<file path="config.mk">
export PLATFORM = sky130hd
export DESIGN_NAME = sas_store
export DESIGN_NICKNAME = d
export VERILOG_FILES = /design/src/design/sas_pkg.sv /design/src/design/sas_store.sv
export SDC_FILE = /design/constraint.sdc
export NUM_CORES = 2
export LEC_CHECK = 0
export BUFFER_PORTS_ARGS = -buffer_cell sky130_fd_sc_hd__buf_2
export CORE_ASPECT_RATIO = 2
export CORE_UTILIZATION = 30
export DETAILED_ROUTE_END_ITERATION = 6
export GPL_ROUTABILITY_DRIVEN = 1
export PLACE_DENSITY_LB_ADDON = 0.08
export SLEW_MARGIN = 20
export SYNTH_ARGS = -nofsm -noshare
export SYNTH_HDL_FRONTEND = slang
export SYNTH_MEMORY_MAX_BITS = 65536
export SYNTH_SLANG_ARGS = --single-unit
</file>
<file path="constraint.sdc">
create_clock -name clk -period 5.85 [get_ports clk]
set_input_delay 0.585 -clock clk [delete_from_list [all_inputs] [get_ports clk]]
set_output_delay 0.585 -clock clk [all_outputs]
set_load 0.02 [all_outputs]
</file>
<file path="src/design/sas_pkg.sv">
// ----------------------------------------------------------------------------
// sas_pkg
// shared types and constants of the sprite animation sequencer
// ----------------------------------------------------------------------------
package sas_pkg;

	// default sizes
	localparam int FRAME_SLOTS_DEF  = 256;
	localparam int ANIM_SLOTS_DEF   = 16;
	localparam int QUEUE_DEPTH_DEF  = 8;
	localparam int MIN_FRAME_MS_DEF = 16;

	// fixed frame time after reset
	localparam logic [15:0] FIXED_MS_RESET = 16'd1000;

	// configuration register indexes
	localparam logic [1:0] REG_PAUSED    = 2'd0;
	localparam logic [1:0] REG_FIXED     = 2'd1;
	localparam logic [1:0] REG_FIXED_MS  = 2'd2;
	localparam logic [1:0] REG_REST      = 2'd3;

	typedef enum logic [2:0] {
		OP_TICK   = 3'd0,
		OP_PLAY   = 3'd1,
		OP_QFRONT = 3'd2,
		OP_QBACK  = 3'd3,
		OP_CLEAR  = 3'd4,
		OP_WDUR   = 3'd5,
		OP_WANIM  = 3'd6
	} opcode_t;

	typedef struct packed {
		logic        paused;
		logic        fixed_timing;
		logic [15:0] fixed_ms;
		logic [7:0]  rest;
	} cfg_t;

	// queue commands, at most one per cycle
	typedef struct packed {
		logic       ins_head;
		logic       ins_tail;
		logic       pop;
		logic       clear;
		logic [3:0] anim;
	} q_cmd_t;

	typedef struct packed {
		logic       empty;
		logic       full;
		logic [3:0] head_anim;
	} q_stat_t;

	// table writes, range checks done in the store
	typedef struct packed {
		logic        dur_we;
		logic [7:0]  slot;
		logic [15:0] dur;
		logic        anim_we;
		logic [3:0]  anim;
		logic [7:0]  beg;
		logic [7:0]  len;
	} tbl_wr_t;

	typedef struct packed {
		logic [15:0] dur;
		logic [7:0]  beg;
		logic [7:0]  len;
	} tbl_rd_t;

endpackage

</file>
<file path="src/design/sas_store.sv">
// ----------------------------------------------------------------------------
// sas_store
// frame duration memory and animation begin/length memory, registered reads
// ----------------------------------------------------------------------------
module sas_store import sas_pkg::*; #(
	parameter int FRAME_SLOTS = FRAME_SLOTS_DEF,
	parameter int ANIM_SLOTS  = ANIM_SLOTS_DEF
) (
	input  logic       clk,
	input  tbl_wr_t    wr,
	input  logic [7:0] dur_raddr,
	input  logic [3:0] anim_raddr,
	output tbl_rd_t    rd
);

	localparam int FA = $clog2(FRAME_SLOTS);
	localparam int AA = (ANIM_SLOTS > 1) ? $clog2(ANIM_SLOTS) : 1;

	logic [15:0]   dur_mem [FRAME_SLOTS];
	logic [15:0]   anim_mem [ANIM_SLOTS];
	logic [FA-1:0] slot_of [256];
	logic [15:0]   dur_rd_q;
	logic [15:0]   anim_rd_q;
	logic          anim_ok_q;

	// position to frame address, worked out at elaboration
	for (genvar i = 0; i < 256; i++) begin : g_mod
		assign slot_of[i] = FA'(i % FRAME_SLOTS);
	end

	always_ff @(posedge clk) begin
		if (wr.dur_we && (32'(wr.slot) < FRAME_SLOTS)) begin
			dur_mem[FA'(wr.slot)] <= wr.dur;
		end
		if (wr.anim_we && (32'(wr.anim) < ANIM_SLOTS)) begin
			anim_mem[AA'(wr.anim)] <= {wr.beg, wr.len};
		end
		dur_rd_q  <= dur_mem[slot_of[dur_raddr]];
		anim_rd_q <= anim_mem[AA'(anim_raddr)];
		anim_ok_q <= 32'(anim_raddr) < ANIM_SLOTS;
	end

	// animations beyond the table read as empty at frame zero
	assign rd.dur = dur_rd_q;
	assign rd.beg = anim_ok_q ? anim_rd_q[15:8] : 8'd0;
	assign rd.len = anim_ok_q ? anim_rd_q[7:0] : 8'd0;

endmodule

</file>
==> impl_metrics.toml <==
[yosys]
syn_avg_cell_area_um2 = 21.77
yosysMostFrequentCell = "edfxtp_1"
yosys-top-cells-count = "edfxtp_1, mux4_2, mux2i_1, nor2_1, clkbuf_1"
yosysTopAreaCellShare = 0.7746
synth_flop_cell = "edfxtp_1"
yosysTopAreaCell = "edfxtp_1"
synth_cell_type_count = 50
synth_edf_count = 4352
syn_inst = 7750
syn_area_um2 = 168700
synthTopCellsByArea = "edfxtp_1, mux4_2, mux2i_1"
ys_seq_area_frac = 0.7784
ys_ff_latch = 4384
synthesis.nets = 7809
yosysWarningCount = 0
ys_async_sr_fraction = 0

[critical_path]
path_delay_family = "compound AO/OA/AOI/OAI gates"
worstSetupPathType = "in2reg"
path_cells = "buf_12, buf_4, buf_4, buf_4, mux4_2, a22o_1, a221oi_1, o22ai_1, nor3_1, nor2_1, and3_1"
cp_slowest_stage_delay_ns = 0.83
cp_max_fo = 29
worstSetupStartpointType = "input port"
critPathSlowestCell = "nor3_1"
critical_path.most_common_cell = "buf_4"
cp.buffers_inverters = 4
endpoint_kind = "register"
crit_required_ns = 6.70
arrival_ns = 5.18

[outcome]
violations = "DRC"
status = "complete, but fails checks"

[detailed_routing]
dr.pass1.iters = 7
first_iter_violations = 6772
drt_wl_total_um = 584600
avgViaCountPerCell = 5.076
postRouteAntennaNets = 0
wire_per_inst_um = 35.99
via_count = 82445
drc = 52

[clocking]
clock_path_buffers = 4
cts_sinks = 4384
cts_made_buffers = 411
path_clk_slew_ns = 0.07
postCtsSetupBuffers = 0
post_cts_resize_count = 0
cts_tree = "yes"
clk_latency_ns = 0.98
cts_root_buf = "clkbuf_16"
htree_levels = 5
cts-hold-fix-buffers = 19

[timing]
rsz0062_at_grt = "false"
finalSetupTns_ns = 0
period_share = 0.7414
fmax_mhz = 230.6
setup_viol = 0
slew_viol_final = 0
hold_viol = 0
max_slew_margin = 0.1885
finalCriticalPeriod_ns = 4.337
layout_setup_ws_ns = 1.513
skew_ns = 0.06253
tightest_slew_ns = 1.217

[power_and_ir_drop]
switching_power_mw = 14.88
power_leakage_nw = 60.76
p_per_area_nw_per_um2 = 335.0
p_int_mw = 50.57
power.share.sequential = 0.531
p_comb_frac = 0.057
swShare = 0.2274
peakVddDrop_mv = 0.2652
pwr-share-clk = 0.412

[placed_design]
postPlaceCellArea_um2 = 181700
placement.io_buffers = 90
hpwl_um = 384800
place_inst = 15391
place_ws_ns = 0.3479
gp_congestion = 0.8666

[layout]
final_layout_size_suffix_gt1_frac = 0.2745
fin_util = 0.3487
fin_cells = 16241
nets = 8458
post-route-cell-area_um2 = 195400
syn2layout_area_growth_pct = 15.80

[floorplanning]
die_x_um = 532.3
die_height_um = 1063
fp-row-count = 389
dieArea_um2 = 565500
start_util = 0.3012
io_pins = 91
coreArea_um2 = 560200

[worst_hold_path]
hp-class = "in2reg"

[global_route]
grtUsageMet2 = 0.4028
grt_pass1_vias = 87385
overflow = 0
grt_most_used_layer = "met2"
antenna_found_initial = 53
grt_use_total = 0.2042
grt_use_met1 = 0.2158
grt_max_degree = 159
met3_usage = 0.01790
grt_pass1_wl_um = 789400

[run]
max-cap-violations = 0
-- final cells by class --
cell class	count	area [um^2]
clock buffers	516	10870
repair buffers	699	5974
flip-flops and latches	4384	131300
well taps	7429	9295
multi-input cells	2901	35440
fillers	52067	364800
clock inverters	237	2257
diodes	73	182.7
inverters	2	20.02
-- worst reg2reg max path, delay by kind of cell, from the launching register on --
kind	cells	cell delay, ns
flops	1	0.37
compound gates	3	1.48
mux	1	0.51
simple gates	3	1.28
-- state kept, by name (all words and copies together), names as in the netlist --
register   flops
dur_mem     4096
anim_mem     256
anim_rd_q     16
dur_rd_q      16
-- metal layers --
metal | wire length [um] | up-vias
li1 | - | 34202
met5 | 68 | -
met4 | 29420 | 10
met2 | 333900 | 1895
met3 | 17420 | 630
met1 | 203700 | 45708
-- final timing paths --
| path | from | slack [ns] | to | cells past startpoint |
|---|---|---|---|---|
| max reg2reg | dur_mem[27][11] | 2.09 | dur_rd_q[11] | 7 |
| max | dur_raddr[0] | 1.51 | dur_rd_q[11] | 11 |
| min reg2reg | anim_mem[2][2] | 0.77 | anim_rd_q[2] | 2 |
| min | wr[16] | 0.09 | anim_mem[0][9] | 2 |
-- power groups by stage --
stage,Sequential [mW],Clock [mW],Combinational (mW)
after detailed placement,35.4,0,3.81
after global routing,34.7,28.7,3.87
after floorplan,35.4,0,1.70
after CTS,34.8,27.7,3.83
final,34.8,27.0,3.70
after global placement,35.4,0,3.76
-- layout by cell type (no fill, tap or decap), drive strengths merged, types with 5 or more instances in the layout --
master	netlist	routed
a21oi	132	132
and2	12	12
clkinv	0	179
clkinvlp	0	7
dlygate4sd3	0	20
nand4	16	16
a211o	5	5
a22oi	37	37
mux2i	556	556
nor2b	10	10
or3	6	6
o22ai	185	185
edfxtp	4352	4352
o21ai	67	67
clkbuf	187	517
o311ai	8	8
o221ai	168	168
nand3	30	30
dfxtp	32	32
inv	2	18
a211oi	28	28
nand3b	5	5
nand2b	14	14
a22o	27	27
nor2	325	325
or4	11	11
diode	0	73
bufinv	0	35
mux4	909	909
nor4	9	9
buf	276	678
o2111ai	10	10
nor3	150	150
nand2	90	90
a221oi	53	53
a2111oi	18	18
-- cell families after synthesis --
family	Yosys count	share of synthesized area
flip-flops	4384	0.7784
multiplexers	1465	0.1543
AND/OR/NAND/NOR	695	0.01853
buffers and inverters	465	0.01791
AO/OA/AOI/OAI	741	0.03081
-- stage by stage --
step	hold slack, ns	power (mW)
2_1_floorplan	0.6839	37.10
3_3_place_gp	0.7565	39.19
3_5_place_dp	0.7636	39.26
4_1_cts	0.02216	66.31
5_1_grt	0.07979	67.28
6_report	0.09113	65.45
(Power assumes the default switching activity.)
