[config.mk]
export PLATFORM = sky130hd
export DESIGN_NAME = sas_ctrl
export DESIGN_NICKNAME = d
export VERILOG_FILES = /design/src/design/sas_pkg.sv /design/src/design/sas_ctrl.sv
export SDC_FILE = /design/constraint.sdc
export NUM_CORES = 1
export LEC_CHECK = 0
export CAP_MARGIN = 10
export CORE_MARGIN = 2
export CORE_UTILIZATION = 59
export CTS_CLUSTER_DIAMETER = 150
export CTS_CLUSTER_SIZE = 20
export DETAILED_ROUTE_END_ITERATION = 10
export DONT_BUFFER_PORTS = 1
export PLACE_DENSITY = 0.78
export SLEW_MARGIN = 20
export SYNTH_ARGS = -nofsm -noshare
export SYNTH_HDL_FRONTEND = slang
export SYNTH_SLANG_ARGS = --single-unit
[constraint.sdc]
create_clock -name clk -period 4.2 [get_ports clk]
set_input_delay 0.84 -clock clk [delete_from_list [all_inputs] [get_ports clk]]
set_output_delay 0.84 -clock clk [all_outputs]
set_load 0.01 [all_outputs]
[src/design/sas_pkg.sv]
// ----------------------------------------------------------------------------
// sas_pkg
// shared types and constants of the sprite animation sequencer
// ----------------------------------------------------------------------------
package sas_pkg;

	// default sizes
	localparam int FRAME_SLOTS_DEF  = 256;
	localparam int ANIM_SLOTS_DEF   = 16;
	localparam int QUEUE_DEPTH_DEF  = 8;
	localparam int MIN_FRAME_MS_DEF = 16;

	// fixed frame time after reset
	localparam logic [15:0] FIXED_MS_RESET = 16'd1000;

	// configuration register indexes
	localparam logic [1:0] REG_PAUSED    = 2'd0;
	localparam logic [1:0] REG_FIXED     = 2'd1;
	localparam logic [1:0] REG_FIXED_MS  = 2'd2;
	localparam logic [1:0] REG_REST      = 2'd3;

	typedef enum logic [2:0] {
		OP_TICK   = 3'd0,
		OP_PLAY   = 3'd1,
		OP_QFRONT = 3'd2,
		OP_QBACK  = 3'd3,
		OP_CLEAR  = 3'd4,
		OP_WDUR   = 3'd5,
		OP_WANIM  = 3'd6
	} opcode_t;

	typedef struct packed {
		logic        paused;
		logic        fixed_timing;
		logic [15:0] fixed_ms;
		logic [7:0]  rest;
	} cfg_t;

	// queue commands, at most one per cycle
	typedef struct packed {
		logic       ins_head;
		logic       ins_tail;
		logic       pop;
		logic       clear;
		logic [3:0] anim;
	} q_cmd_t;

	typedef struct packed {
		logic       empty;
		logic       full;
		logic [3:0] head_anim;
	} q_stat_t;

	// table writes, range checks done in the store
	typedef struct packed {
		logic        dur_we;
		logic [7:0]  slot;
		logic [15:0] dur;
		logic        anim_we;
		logic [3:0]  anim;
		logic [7:0]  beg;
		logic [7:0]  len;
	} tbl_wr_t;

	typedef struct packed {
		logic [15:0] dur;
		logic [7:0]  beg;
		logic [7:0]  len;
	} tbl_rd_t;

endpackage

[src/design/sas_ctrl.sv]
// ----------------------------------------------------------------------------
// sas_ctrl
// command sequencer: issues table reads and writes and queue commands, evaluates timing, updates playback
// ----------------------------------------------------------------------------
module sas_ctrl import sas_pkg::*; (
	input  logic       clk,
	input  logic       arst_n,
	input  logic       start,
	input  logic [2:0] opcode,
	input  logic [3:0] anim_number,
	input  logic [7:0] frame_slot,
	input  logic [15:0] duration_ms,
	input  logic [7:0] anim_frames,
	input  cfg_t       cfg,
	input  q_stat_t    qs,
	input  tbl_rd_t    rd,
	output q_cmd_t     qc,
	output tbl_wr_t    tw,
	output logic [7:0] dur_raddr,
	output logic [3:0] anim_raddr,
	output logic       busy,
	output logic       done,
	output logic [7:0] shown_frame,
	output logic [3:0] active_anim,
	output logic       dropped
);

	typedef enum logic [1:0] {
		ST_IDLE,
		ST_TICK,
		ST_SWITCH,
		ST_PLAY
	} state_t;

	state_t      state_q;
	logic        done_q;
	logic        dropped_q;
	logic [7:0]  draw_q;
	logic [3:0]  cur_q;
	logic [3:0]  play_anim_q;
	logic        need_sw_q;
	logic [15:0] elapsed_q;

	logic        accept;
	logic [15:0] elapsed_inc;
	logic [15:0] limit;
	logic        expired;
	logic [7:0]  base;
	logic [8:0]  end_pos;
	logic [8:0]  next_pos;
	logic        at_end;

	assign accept      = start && (state_q == ST_IDLE);
	assign elapsed_inc = (elapsed_q == 16'hFFFF) ? elapsed_q : elapsed_q + 16'd1;
	assign limit       = cfg.fixed_timing ? cfg.fixed_ms : rd.dur;
	assign expired     = elapsed_q > limit;

	// advance from the current frame, or from the begin frame after a switch
	assign base     = (state_q == ST_SWITCH) ? rd.beg : draw_q;
	assign end_pos  = {1'b0, rd.beg} + {1'b0, rd.len};
	assign next_pos = {1'b0, base} + 9'd1;
	assign at_end   = next_pos >= end_pos;

	always_comb begin
		qc.ins_head = accept && (opcode == OP_QFRONT);
		qc.ins_tail = accept && (opcode == OP_QBACK);
		qc.clear    = accept && (opcode == OP_CLEAR);
		qc.anim     = anim_number;
		qc.pop      = ((state_q == ST_TICK) && expired && !need_sw_q && at_end) ||
		              ((state_q == ST_SWITCH) && at_end) ||
		              (state_q == ST_PLAY);
	end

	always_comb begin
		tw.dur_we  = accept && (opcode == OP_WDUR);
		tw.slot    = frame_slot;
		tw.dur     = duration_ms;
		tw.anim_we = accept && (opcode == OP_WANIM);
		tw.anim    = anim_number;
		tw.beg     = frame_slot;
		tw.len     = anim_frames;
	end

	always_comb begin
		dur_raddr = draw_q;
		case (state_q)
			ST_IDLE:  anim_raddr = (opcode == OP_PLAY) ? anim_number : cur_q;
			ST_TICK:  anim_raddr = qs.head_anim;
			default:  anim_raddr = cur_q;
		endcase
	end

	always_ff @(posedge clk or negedge arst_n) begin
		if (!arst_n) begin
			state_q     <= ST_IDLE;
			done_q      <= 1'b0;
			dropped_q   <= 1'b0;
			draw_q      <= '0;
			cur_q       <= '0;
			play_anim_q <= '0;
			need_sw_q   <= 1'b1;
			elapsed_q   <= '0;
		end else begin
			done_q    <= 1'b0;
			dropped_q <= 1'b0;
			case (state_q)
				ST_IDLE: begin
					if (start) begin
						case (opcode_t'(opcode))
							OP_TICK: begin
								if (cfg.paused) begin
									done_q <= 1'b1;
								end else begin
									elapsed_q <= elapsed_inc;
									if (qs.empty) begin
										draw_q <= cfg.rest;
										done_q <= 1'b1;
									end else begin
										state_q <= ST_TICK;
									end
								end
							end
							OP_PLAY: begin
								play_anim_q <= anim_number;
								state_q     <= ST_PLAY;
							end
							OP_QFRONT, OP_QBACK: begin
								dropped_q <= qs.full;
								done_q    <= 1'b1;
							end
							OP_CLEAR: begin
								need_sw_q <= 1'b1;
								done_q    <= 1'b1;
							end
							default: begin
								done_q <= 1'b1;
							end
						endcase
					end
				end
				ST_TICK: begin
					state_q <= ST_IDLE;
					done_q  <= 1'b1;
					if (expired) begin
						elapsed_q <= '0;
						if (need_sw_q) begin
							cur_q     <= qs.head_anim;
							need_sw_q <= 1'b0;
							state_q   <= ST_SWITCH;
							done_q    <= 1'b0;
						end else if (at_end) begin
							need_sw_q <= 1'b1;
						end else begin
							draw_q <= next_pos[7:0];
						end
					end
				end
				ST_SWITCH: begin
					state_q <= ST_IDLE;
					done_q  <= 1'b1;
					if (at_end) begin
						draw_q    <= rd.beg;
						need_sw_q <= 1'b1;
					end else begin
						draw_q <= next_pos[7:0];
					end
				end
				ST_PLAY: begin
					state_q   <= ST_IDLE;
					done_q    <= 1'b1;
					cur_q     <= play_anim_q;
					draw_q    <= rd.beg;
					need_sw_q <= 1'b1;
				end
				default: begin
					state_q <= ST_IDLE;
				end
			endcase
		end
	end

	assign busy        = state_q != ST_IDLE;
	assign done        = done_q;
	assign dropped     = dropped_q;
	assign shown_frame = draw_q;
	assign active_anim = cur_q;

endmodule

==> results by group <==
Status
  – Outcome: finished, final reports clean

Clock network
  – Clk sinks: 37
  – Root Driver: clkbuf_8
  – Cts bufs inserted: 5
  – Max H-tree Level: 2
  – CTS tree: yes
  – Later-pin clock latency in the skew report: 0.30 ns
  – Clk buf depth: 2
  – Worst-path clk slew: approximately 0.080 ns
  – Cts hold-fix bufs: 0

Setup path
  – Setup slack, reg-to-reg: 0.53 ns
  – Cell mode on critical path: o21ai_2
  – Crit path launch type: input pin
  – Reg2reg start: state_q[0]$_DFFE_PN0P_
  – Crit-path max FO: 3
  – Critical path class: input pin to primary output
  – Critical path's largest stage delay: between 0.4 and 0.5 ns
  – CP Cell Sequence: ha_1, inv_1, fa_2, nor2b_2, o21ai_2, a21oi_2, o21ai_2, nand2b_1, a21o_1, a21oi_1, ha_1, nand2_1, nor2_2, o211ai_1, buf_4, nand2_1, nand3_1, o21ai_2
  – FF-to-FF path depth: 16
  – Worst Path Arrival: 3.20 ns
  – Slowest CP cell: fa_2
  – Worst Setup End Kind: primary output
  – Worst r2r dst: dur_raddr[1]$_DFFE_PN0P_
  – CP endpoint: qc[5]
  – Critical path required time: about 3.4 ns
  – Critical path origin: rd[0]

Timing
  – Final worst slack: 0.159 ns
  – TNS Setup: 0 ns
  – Max Freq: roughly 250 MHz
  – Setup violators final: 0
  – Max Transition Viols Final: 0
  – Final period utilization: about 96%
  – Worst-Margin Slew: 0.637 ns
  – Crit path time final: 4.04 ns
  – Hold Vio Cnt, Final: 0
  – Final setup skew: 0.00523 ns
  – Relative slew slack: 57.2%

Floorplan
  – Core box area: 0.00639 mm²
  – Starting Density: about three fifths
  – Number of I/O pins: 187
  – Chip width: approximately 86 µm
  – Site Rows: 29
  – Die height: 85.7 µm
  – Die area: 0.00734 mm²

Synthesis
  – #FFs+latches synth: 37
  – Synth Instances: 463
  – Post-synthesis cell type count: 61
  – Primary FF master, synth: dfrtp_1
  – Count leader, synth: buf_4
  – Synthesis Warnings: 0
  – Largest cells by area after synthesis: dfrtp_1, ha_1, buf_4
  – Synthesized area: around 0.0039 mm²
  – Syn Area/Cell: 8.50 µm²
  – Syn nets: 605
  – EDFF count, synth: 0
  – Share of the yosys chip area belonging to registers: 23.5%
  – Post-synth top area share: between 20 and 25%
  – Post-synth ARST share: 100%
  – Leading area contributor after synthesis: dfrtp_1
  – Top cells by count, synth: buf_4, a21oi_1, dfrtp_1, nand2_1, ha_1

GRT
  – Vias in the first global route: roughly 3200
  – First-pass GRT wire length: roughly 15000 µm
  – Global route overflow: 0
  – Tot GR Track Use: 24.5%
  – Largest net degree at the start of global routing: 38
  – Initial antenna violation count: 0

Final layout
  – Fill cells: 565
  – Ratio of cells with drive above 1 in the final layout: 15.6%
  – Finished Layout Cells: a little under 500
  – Ant diodes: 0
  – Layout Nets: 558
  – Design Area, Final: roughly 0.0038 mm²
  – Area Growth Syn to Fin: -3.78%

Detailed routing
  – Vias: roughly 3200
  – 1st-iter DRT viols: about 180
  – Detailed-route DRC error count: 0
  – DRT antenna net count: 0
  – Wirelength per Cell: 18.1 µm
  – Routed Wire Length: 8920 µm
  – DR pass1 iterations: 5
  – Vias per cell: 6.56

Power
  – Maximum VDD drop: 0.249 mV
  – P per Cell Area: roughly 320 mW/mm²
  – Leakage power: 1.63 nW

Place
  – Instance area at placement: 0.00362 mm²
  – Routability cong.: 0.883
  – Pre-CTS setup slack: -0.0442 ns
  – Dpl cells: about 480
  – DP HPWL: 6900 µm
  – Number of port buffers: 0

Job
  – Max_cap viols: 0

Hold path
  – Hold WC Path Type: input pin to asynchronous set/reset pin
==> worst min path at each step <==
| stage | depth (start not counted) | end | from |
|---|---|---|---|
| global route | 0 | play_anim_q[0]$_DFFE_PN0P_ | arst_n |
| detailed placement | 1 | play_anim_q[1]$_DFFE_PN0P_ | play_anim_q[1]$_DFFE_PN0P_ |
| floorplan | 1 | play_anim_q[0]$_DFFE_PN0P_ | play_anim_q[0]$_DFFE_PN0P_ |
| global placement | 1 | play_anim_q[2]$_DFFE_PN0P_ | play_anim_q[2]$_DFFE_PN0P_ |
| finish | 0 | play_anim_q[0]$_DFFE_PN0P_ | arst_n |
| CTS | 0 | play_anim_q[0]$_DFFE_PN0P_ | arst_n |
==> report_power, final <==
part | internal [W] | switching [W]
combinational | 0.000217 | 0.000232
sequential | 0.000407 | 0.000102
clock | 0.000115 | 0.000131
total | 0.000739 | 0.000465
==> critical path, delay by kind of cell <==
kind	cells	cell delay, ns
adders and majority gates	3	0.84
AOI/OAI and AO/OA	7	0.70
and+or+nand+nor	6	0.57
buffers and inverters	2	0.23
==> cell type report <==
| cell class | count | area [µm²] | area share, % |
|---|---|---|---|
| inverter | 17 | 63.8 | 1.68 |
| clock inverter | 2 | 10.0 | 0.264 |
| tap | 77 | 96.3 | 2.54 |
| sequential | 37 | 930 | 24.5 |
| timing repair buffer | 18 | 135 | 3.57 |
| multi-input combinational | 337 | 2480 | 65.5 |
| clock buffer | 6 | 72.6 | 1.92 |
==> repair_timing <==
item / in CTS / in global routing
gates cloned: 0 / 0
buffers inserted: 0 / 7
endpoints found under the setup margin: 1 / 2
gates resized for setup: 1 / 15
pin swaps: 0 / 6
hold endpoints to repair: 0 / 0
==> registers in the layout (all words and copies together) (netlist names) <==
signal and count:
active_anim 4, dur_raddr 8, elapsed_q 16, play_anim_q 4, need_sw_q 1, state_q 2
dropped 1, done 1
==> stage by stage <==
step / power, W / hold WS, ns / util [%]
global route: 0.00129 / 0.211 / 59.3
detailed placement: 0.000934 / 0.486 / 56.7
CTS: 0.00118 / 0.222 / 58.0
floorplan: 0.000911 / 0.471 / -
global placement: 0.000916 / 0.479 / 56.7
finish: 0.00120 / 0.228 / 59.3
==> cells by family (layout without fill, tap and decap cells) <==
logic type	after synthesis	count (layout)	share of synthesized area (%)
AOI/OAI and AO/OA	110	110	18.0
DFF	37	37	23.5
buffers and inverters	89	43	14.2
and+or+nand+nor	141	141	19.9
muxes	36	36	9.50
adders and majority gates	36	36	11.6
xor gates and xnor gates	14	14	3.11
==> layer usage <==
metal	vias to the layer above	global-route usage [%]	wire length, µm
met1	1553	30.5	3590
met2	127	42.3	4500
met4	0	6.78	89
met5	-	0	0
li1	1554	-	-
met3	9	5.87	740
==> placed cells by master, fill, tap and decap left out, types with 4 or more instances in the layout <==
cell type,count
o221a_2,5
nand2_1,36
clkbuf_8,5
nor2_1,17
or3_1,4
and2_1,5
and3_1,7
dfrtp_1,34
a21o_1,6
mux2i_1,25
nor3_1,9
nand3_1,18
xnor2_1,9
or2_2,4
buf_4,18
ha_1,34
mux2_2,10
nand4_1,7
o31ai_1,10
a22oi_1,5
a21oi_1,34
xor2_1,5
inv_1,17
or4_1,11
o21ai_0,22
(Power assumes the default switching activity.)
