**src/design/sas_pkg.sv**
```systemverilog
// ----------------------------------------------------------------------------
// sas_pkg
// shared types and constants of the sprite animation sequencer
// ----------------------------------------------------------------------------
package sas_pkg;

	// default sizes
	localparam int FRAME_SLOTS_DEF  = 256;
	localparam int ANIM_SLOTS_DEF   = 16;
	localparam int QUEUE_DEPTH_DEF  = 8;
	localparam int MIN_FRAME_MS_DEF = 16;

	// fixed frame time after reset
	localparam logic [15:0] FIXED_MS_RESET = 16'd1000;

	// configuration register indexes
	localparam logic [1:0] REG_PAUSED    = 2'd0;
	localparam logic [1:0] REG_FIXED     = 2'd1;
	localparam logic [1:0] REG_FIXED_MS  = 2'd2;
	localparam logic [1:0] REG_REST      = 2'd3;

	typedef enum logic [2:0] {
		OP_TICK   = 3'd0,
		OP_PLAY   = 3'd1,
		OP_QFRONT = 3'd2,
		OP_QBACK  = 3'd3,
		OP_CLEAR  = 3'd4,
		OP_WDUR   = 3'd5,
		OP_WANIM  = 3'd6
	} opcode_t;

	typedef struct packed {
		logic        paused;
		logic        fixed_timing;
		logic [15:0] fixed_ms;
		logic [7:0]  rest;
	} cfg_t;

	// queue commands, at most one per cycle
	typedef struct packed {
		logic       ins_head;
		logic       ins_tail;
		logic       pop;
		logic       clear;
		logic [3:0] anim;
	} q_cmd_t;

	typedef struct packed {
		logic       empty;
		logic       full;
		logic [3:0] head_anim;
	} q_stat_t;

	// table writes, range checks done in the store
	typedef struct packed {
		logic        dur_we;
		logic [7:0]  slot;
		logic [15:0] dur;
		logic        anim_we;
		logic [3:0]  anim;
		logic [7:0]  beg;
		logic [7:0]  len;
	} tbl_wr_t;

	typedef struct packed {
		logic [15:0] dur;
		logic [7:0]  beg;
		logic [7:0]  len;
	} tbl_rd_t;

endpackage

```
**src/design/sas_queue.sv**
```systemverilog
// ----------------------------------------------------------------------------
// sas_queue
// circular play queue in a small memory, head entry read every cycle
// ----------------------------------------------------------------------------
module sas_queue import sas_pkg::*; #(
	parameter int QUEUE_DEPTH = QUEUE_DEPTH_DEF,
	localparam int CW = $clog2(QUEUE_DEPTH + 1)
) (
	input  logic          clk,
	input  logic          arst_n,
	input  q_cmd_t        cmd,
	output q_stat_t       stat,
	output logic [CW-1:0] count
);

	localparam int QA = (QUEUE_DEPTH > 1) ? $clog2(QUEUE_DEPTH) : 1;
	localparam int SW = QA + 1;

	logic [3:0]    mem [QUEUE_DEPTH];
	logic [3:0]    head_rd_q;
	logic [QA-1:0] head_q;
	logic [CW-1:0] count_q;
	logic [QA-1:0] head_inc;
	logic [QA-1:0] head_dec;
	logic [SW-1:0] tail_sum;
	logic [QA-1:0] tail;
	logic          full;

	assign full     = count_q >= CW'(QUEUE_DEPTH);
	assign head_inc = (head_q == QA'(QUEUE_DEPTH - 1)) ? '0 : head_q + QA'(1);
	assign head_dec = (head_q == '0) ? QA'(QUEUE_DEPTH - 1) : head_q - QA'(1);
	assign tail_sum = SW'(head_q) + SW'(count_q);
	assign tail     = (tail_sum >= SW'(QUEUE_DEPTH)) ? QA'(tail_sum - SW'(QUEUE_DEPTH))
	                                                 : QA'(tail_sum);

	always_ff @(posedge clk or negedge arst_n) begin
		if (!arst_n) begin
			head_q  <= '0;
			count_q <= '0;
		end else if (cmd.clear) begin
			count_q <= '0;
		end else if (cmd.ins_head && !full) begin
			head_q  <= head_dec;
			count_q <= count_q + CW'(1);
		end else if (cmd.ins_tail && !full) begin
			count_q <= count_q + CW'(1);
		end else if (cmd.pop && (count_q != '0)) begin
			head_q  <= head_inc;
			count_q <= count_q - CW'(1);
		end
	end

	always_ff @(posedge clk) begin
		if (cmd.ins_head && !full) begin
			mem[head_dec] <= cmd.anim;
		end else if (cmd.ins_tail && !full) begin
			mem[tail] <= cmd.anim;
		end
		head_rd_q <= mem[head_q];
	end

	assign stat.empty     = count_q == '0;
	assign stat.full      = full;
	assign stat.head_anim = head_rd_q;
	assign count          = count_q;

endmodule

```
**config.mk**
```make
export PLATFORM = sky130hd
export DESIGN_NAME = sas_queue
export DESIGN_NICKNAME = d
export VERILOG_FILES = /design/src/design/sas_pkg.sv /design/src/design/sas_queue.sv
export SDC_FILE = /design/constraint.sdc
export NUM_CORES = 1
export LEC_CHECK = 0
export BUFFER_PORTS_ARGS = -buffer_cell sky130_fd_sc_hd__buf_4
export CORE_AREA = 3 3 68 70
export CTS_CLUSTER_DIAMETER = 50
export DETAILED_ROUTE_END_ITERATION = 6
export DIE_AREA = 0 0 71 73
export MAX_ROUTING_LAYER = met4
export PLACE_DENSITY = 0.74
export SYNTH_ARGS = -nofsm -noshare
export SYNTH_HDL_FRONTEND = slang
export SYNTH_SLANG_ARGS = --single-unit
```
**constraint.sdc**
```tcl
create_clock -name clk -period 2.4 [get_ports clk]
set_clock_uncertainty 0.05 [all_clocks]
set_input_delay 0.36 -clock clk [delete_from_list [all_inputs] [get_ports clk]]
set_output_delay 0.36 -clock clk [all_outputs]
set_load 0.005 [all_outputs]
```
==> flow_metrics.env, run 1 <==
export IMPL_status="finished clean"
export IMPL_ys_flop_type="edfxtp_1"
export IMPL_post_route_period_util_pct=97.21
export IMPL_setup_viol=0
export IMPL_syn_num_nets=174
export IMPL_nFillCells=312
export IMPL_hold_class="in -> reg"
export IMPL_final_cells=229
export IMPL_fp_dieH_um=73
export IMPL_clk_latency_ps=280
export IMPL_start_util_pct=52.76
export IMPL_grt_max_degree=17
export IMPL_tightest_slew_ps=466.1
export IMPL_cts_sinks=43
export IMPL_swShare_pct=34.02
export IMPL_vias=1325
export IMPL_yosys_warnings=0
export IMPL_final_setup_tns_ps=0
export IMPL_intPower_mw=1.920
export IMPL_die_w_um=71
export IMPL_grt_use_total_pct=18.31
export IMPL_end_kind="register"
export IMPL_wl_mm=4.092
export IMPL_dpl_cell_count=220
export IMPL_p_total_mw=2.910
export IMPL_ios=20
export IMPL_async_flop_share_pct=16.28
export IMPL_synth_edf_count=32
export IMPL_cts_inserted_buffers=5
export IMPL_crit_type="reg -> reg"
export IMPL_syn_avg_cell_area_um2=13.63
export IMPL_min_path_cells=1
export IMPL_clk_root_buffer_cell="clkbuf_8"
export IMPL_maxCapViolCount=0
export IMPL_p_leak_nw=0.9083
export IMPL_vdd_ir_drop_max_mv=0.6354
export IMPL_crit_required_ps=2310
export IMPL_grt_pass1_vias=1336
export IMPL_core_um2=4029
export IMPL_switching_power_uw=990.0
export IMPL_layout_common_cells="32 x edfxtp_1, 25 x buf_4, 10 x nor2_1"
export IMPL_io_buffers=19
export IMPL_stdcell_area_um2=2441
export IMPL_synth_yosys_seq_area_share_pct=57.21
export IMPL_antennaDiodeCount=0
export IMPL_cts_tree="done"
export IMPL_rsz0062_at_grt="true"
export IMPL_max_freq_mhz=428.6
export IMPL_pwr_share_clk_pct=16.2
export IMPL_finalCriticalPeriod_ps=2333
export IMPL_cts_max_path_buffers=2
export IMPL_startpoint_type="register"
export IMPL_synthCells=156
export IMPL_num_nets_final=196
export IMPL_p_seq_share_pct=38.6
export IMPL_synth_seq_cells=43
export IMPL_final_common_cell="edfxtp_1"
export IMPL_drcViolationCount=0
export IMPL_cts_htree_levels=2
export IMPL_place_congestion=0.8753
export IMPL_powerDensity_nw_per_um2=1192
export IMPL_die_area_um2=5183
export IMPL_post_cts_buffers=0
export IMPL_antenna_found_initial=0
export IMPL_cts_repair_resized=0
export IMPL_slew_viol_final=0
export IMPL_placed_area_um2=2332
export IMPL_drt_iter0_markers=146
export IMPL_p_comb_share_pct=45.2
export IMPL_grt_pass1_wl_mm=7.038
export IMPL_hold_viol_final=0
export IMPL_slew_limit_headroom_pct=68.60
export IMPL_areaGrowthSynthToFinish_pct=14.83
export IMPL_synth_area_um2=2126
export IMPL_hpwl_mm=3.132
export IMPL_cp_max_fo=4
export IMPL_firstDrtPassIters=4
export IMPL_final_layout_size_suffix_gt1_share_pct=30.73
export IMPL_reg2reg_depth=6
export IMPL_antenna_left=0
export IMPL_synthDistinctLibCells=46
export IMPL_vias_per_cell=5.786
export IMPL_fp_row_count=23
export IMPL_overflow=0
export IMPL_crit_arrival_ps=2240
export IMPL_wl_per_cell_um=17.87
export IMPL_clk_pin_slew_ps=80
critical path, cell delays in order, from the launching register on:
cell and delay (ps):
dfrtp_1 390, ha_1 200, inv_1 60, fa_1 460, or3_1 370, a21o_1 200
nor2_1 280
cell families after synthesis:
family                     after synthesis  synth area share [%]
muxes                                   15                 12.83
DFF                                     43                 57.21
xor gates and xnor gates                 2                0.8242
adders and majority gates                8                 5.062
AOI/OAI and AO/OA                       24                 8.299
buffers and inverters                   19                 3.826
and+or+nand+nor                         45                 11.95
metal layers:
| metal | vias up | GRT usage [%] | share of wire [%] | wire length, µm |
|---|---|---|---|---|
| met2 | 38 | 30.38 | 55 | 2241 |
| li1 | 630 | - | - | - |
| met1 | 655 | 23.74 | 39 | 1616 |
| met4 | 0 | 3.967 | 0.32 | 13 |
| met3 | 2 | 3.444 | 5.4 | 221 |
| met5 | - | - | 0 | 0 |
registers in the layout (all words and copies together), names as in the netlist:
name / cells
mem: 32
count: 4
head_rd_q: 4
head_q: 3
per-stage QoR:
stage | worst slack (ps) | hold WS (ps) | utilization [%]
5_1_grt | -37.44 | 263.4 | 60.59
3_5_place_dp | 89.74 | 129.5 | 57.89
4_1_cts | 71.33 | 263.4 | 60.59
2_1_floorplan | 20.13 | 14.41 | -
6_report | 66.95 | 268.0 | 60.59
3_3_place_gp | 142.2 | 127.3 | 57.89
final cells by class:
type | count | area, µm² | area share [%]
Clock buffer | 6 | 82.58 | 3.383
Multi-Input combinational cell | 94 | 835.8 | 34.24
Inverter | 8 | 30.03 | 1.230
Tap cell | 50 | 62.56 | 2.563
Sequential cell | 43 | 1216 | 49.82
Timing Repair Buffer | 26 | 197.7 | 8.098
Clock inverter | 2 | 16.27 | 0.6663
cell usage after synthesis, drive strengths merged (3+ instances only):
| master | n | share of area [%] |
|---|---|---|
| dfrtp | 7 | 8.2 |
| nand2b | 3 | 0.88 |
| a211oi | 3 | 1.1 |
| edfxtp | 32 | 45 |
| inv | 8 | 1.4 |
| nor2 | 10 | 1.8 |
| mux2 | 5 | 2.8 |
| nand4 | 3 | 0.88 |
| o21ai | 4 | 0.94 |
| clkbuf | 5 | 0.88 |
| mux4 | 8 | 8.5 |
| ha | 7 | 4.1 |
| dfxtp | 4 | 3.8 |
| a221oi | 3 | 1.2 |
| buf | 6 | 1.5 |
| nand3 | 6 | 1.4 |
| nand2 | 3 | 0.53 |
| a21oi | 5 | 1.4 |
| nor2b | 6 | 1.8 |
power by group through the flow:
| stage | combinational [mW] | sequential (mW) | clock (mW) |
|---|---|---|---|
| final | 1.31 | 1.12 | 0.472 |
| after global routing | 1.46 | 1.15 | 0.527 |
| after CTS | 1.32 | 1.13 | 0.485 |
| after detailed placement | 1.32 | 1.14 | 0 |
| after global placement | 1.28 | 1.13 | 0 |
| after floorplan | 0.952 | 1.13 | 0 |
final timing paths:
kind / from / to / slack, ps
worst max-delay path: count[0]$_DFFE_PN0P_ / mem[6][3]$_DFFE_PP_ / 70
worst min-delay path: cmd[0] / mem[0][0]$_DFFE_PP_ / 270
worst max register to register: count[0]$_DFFE_PN0P_ / mem[6][3]$_DFFE_PP_ / 70
worst min register to register: mem[3][2]$_DFFE_PP_ / head_rd_q[2]$_DFF_P_ / 630
max in group asynchronous: arst_n / head_q[2]$_DFFE_PN0P_ / 1810
min in group asynchronous: arst_n / count[2]$_DFFE_PN0P_ / 370
what timing repair did:
item,4_1_cts,5_1_grt
hold endpoints to repair,7,0
setup endpoints to repair,0,16
hold buffers,1,0
(Power assumes the default switching activity.)
==> inputs of run 2 (changes only) <==
Settings changed: CORE_AREA 3 3 68 70 to 3 3 73 75, DIE_AREA 0 0 71 73 to 0 0 76 78, PLACE_DENSITY 0.74 to 0.66.
==> flow_metrics.env, run 2 (synthesis gave the netlist of run 1 again) <==
export IMPL_die_w_um=76
export IMPL_wl_mm=4.211
export IMPL_largest_register="mem"
export IMPL_final_setup_tns_ps=0
export IMPL_die_area_um2=5928
export IMPL_rsz0062_at_grt="true"
export IMPL_max_freq_mhz=427.7
export IMPL_slew_viol_final=0
export IMPL_startpoint_type="register"
export IMPL_largest_reg_flops=32
export IMPL_cts_max_path_buffers=2
export IMPL_hold_viol_final=0
export IMPL_status="finished clean"
export IMPL_crit_required_ps=2330
export IMPL_crit_arrival_ps=2270
export IMPL_drcViolationCount=0
export IMPL_antenna_found_initial=0
export IMPL_cts_inserted_buffers=5
export IMPL_wl_per_cell_um=16.84
export IMPL_core_um2=4723
export IMPL_clk_pin_slew_ps=80
export IMPL_holdWs_ps=252.9
export IMPL_layout_common_cells="32 x edfxtp_1, 29 x buf_4, 10 x nor2_1"
export IMPL_hpwl_mm=3.144
export IMPL_final_layout_size_suffix_gt1_share_pct=31.69
export IMPL_p_leak_nw=0.9380
export IMPL_powerDensity_nw_per_um2=1217
export IMPL_io_buffers=19
export IMPL_areaGrowthSynthToFinish_pct=17.83
export IMPL_clk_latency_ps=290
export IMPL_slew_limit_headroom_pct=70.54
export IMPL_post_route_period_util_pct=97.42
export IMPL_num_nets_final=200
export IMPL_antenna_left=0
export IMPL_setup_ws_ps=62.00
export IMPL_setup_viol=0
export IMPL_maxCapViolCount=0
export IMPL_vdd_ir_drop_max_mv=0.4223
export IMPL_vias=1356
export IMPL_crit_slowest_cell="dfrtp_1"
export IMPL_slowest_delay_ps=390
export IMPL_grt_pass1_vias=1431
export IMPL_place_ws_ps=86.47
export IMPL_overflow=0
export IMPL_place_congestion=0.8382
export IMPL_cts_tree="done"
export IMPL_antennaDiodeCount=0
export IMPL_cts_htree_levels=2
export IMPL_fp_row_count=25
export IMPL_grt_use_total_pct=16.07
export IMPL_fp_dieH_um=78
export IMPL_hold_class="in -> reg"
export IMPL_cp_max_fo=8
export IMPL_start_util_pct=45.01
export IMPL_cts_sinks=43
export IMPL_drt_iter0_markers=181
export IMPL_crit_type="reg -> reg"
export IMPL_clk_root_buffer_cell="clkbuf_8"
export IMPL_nFillCells=391
export IMPL_firstDrtPassIters=4
export IMPL_end_kind="register"
export IMPL_finalCriticalPeriod_ps=2338
export IMPL_tightest_slew_ps=440.0
export IMPL_grt_pass1_wl_mm=7.162
export IMPL_ios=20
export IMPL_grt_max_degree=15
export IMPL_vias_per_cell=5.424
export IMPL_final_common_cell="edfxtp_1"
export IMPL_cp_cell_sequence="ha_1, inv_1, fa_1, xnor2_1, mux2_4, mux2i_4, nor2b_2"
export IMPL_p_total_mw=3.048
-- run 2: metrics by stage --
stage | cells | area (µm²) | utilization (%)
floorplan | 156 | 2137 | -
finish | 250 | 2505 | 53.03
global placement | 241 | 2384 | 50.46
CTS | 250 | 2505 | 53.03
detailed placement | 241 | 2384 | 50.46
global route | 250 | 2505 | 53.03
-- run 2: layout make-up --
| class | instances | area, µm² | area share (%) |
|---|---|---|---|
| Clock buffer | 5 | 68.82 | 2.747 |
| Clock inverter | 3 | 42.54 | 1.698 |
| Tap cell | 67 | 83.83 | 3.347 |
| Sequential cell | 43 | 1216 | 48.55 |
| Multi-Input combinational cell | 94 | 835.8 | 33.37 |
| Timing Repair Buffer | 30 | 227.7 | 9.091 |
| Inverter | 8 | 30.03 | 1.199 |
-- run 2: power by group --
group	internal (mW)	switching, mW	leakage [nW]
Combinational	0.675	0.695	0.470
Sequential	1.05	0.0724	0.412
Clock	0.310	0.248	0.0562
-- run 2: worst paths after layout --
| path | from | slack (ps) | to | cells past startpoint |
|---|---|---|---|---|
| max | head_q[0]$_DFFE_PN0P_ | 60 | mem[1][2]$_DFFE_PP_ | 7 |
| min | cmd[0] | 250 | mem[6][0]$_DFFE_PP_ | 1 |
| max reg2reg | head_q[0]$_DFFE_PN0P_ | 60 | mem[1][2]$_DFFE_PP_ | 7 |
| min reg2reg | head_q[2]$_DFFE_PN0P_ | 630 | head_q[2]$_DFFE_PN0P_ | 2 |
| max in group asynchronous | arst_n | 1810 | head_q[1]$_DFFE_PN0P_ | 2 |
| min in group asynchronous | arst_n | 360 | head_q[0]$_DFFE_PN0P_ | 2 |
-- run 2: worst max-delay path: cells and delay by family, from the launching register on --
family,cells,cell delay [ps]
muxes,2,520
adders and majority gates,2,530
xor gates and xnor gates,1,160
and+or+nand+nor,1,320
DFF,1,390
buffers and inverters,1,50
-- run 2: per-layer routing --
layer / share of wire, % / vias up / GRT usage, %
li1: - / 640 / -
met1: 47 / 666 / 21.62
met2: 48 / 47 / 25.00
met3: 4.9 / 3 / 2.900
met4: 0.69 / 0 / 5.072
met5: 0 / - / -
-- run 2: timing repair --
action | CTS | global route
setup endpoints to repair | 0 | 16
hold endpoints to repair | 7 | 0
hold buffers | 1 | 0
buffers inserted | 0 | 0
resized for setup | 0 | 0
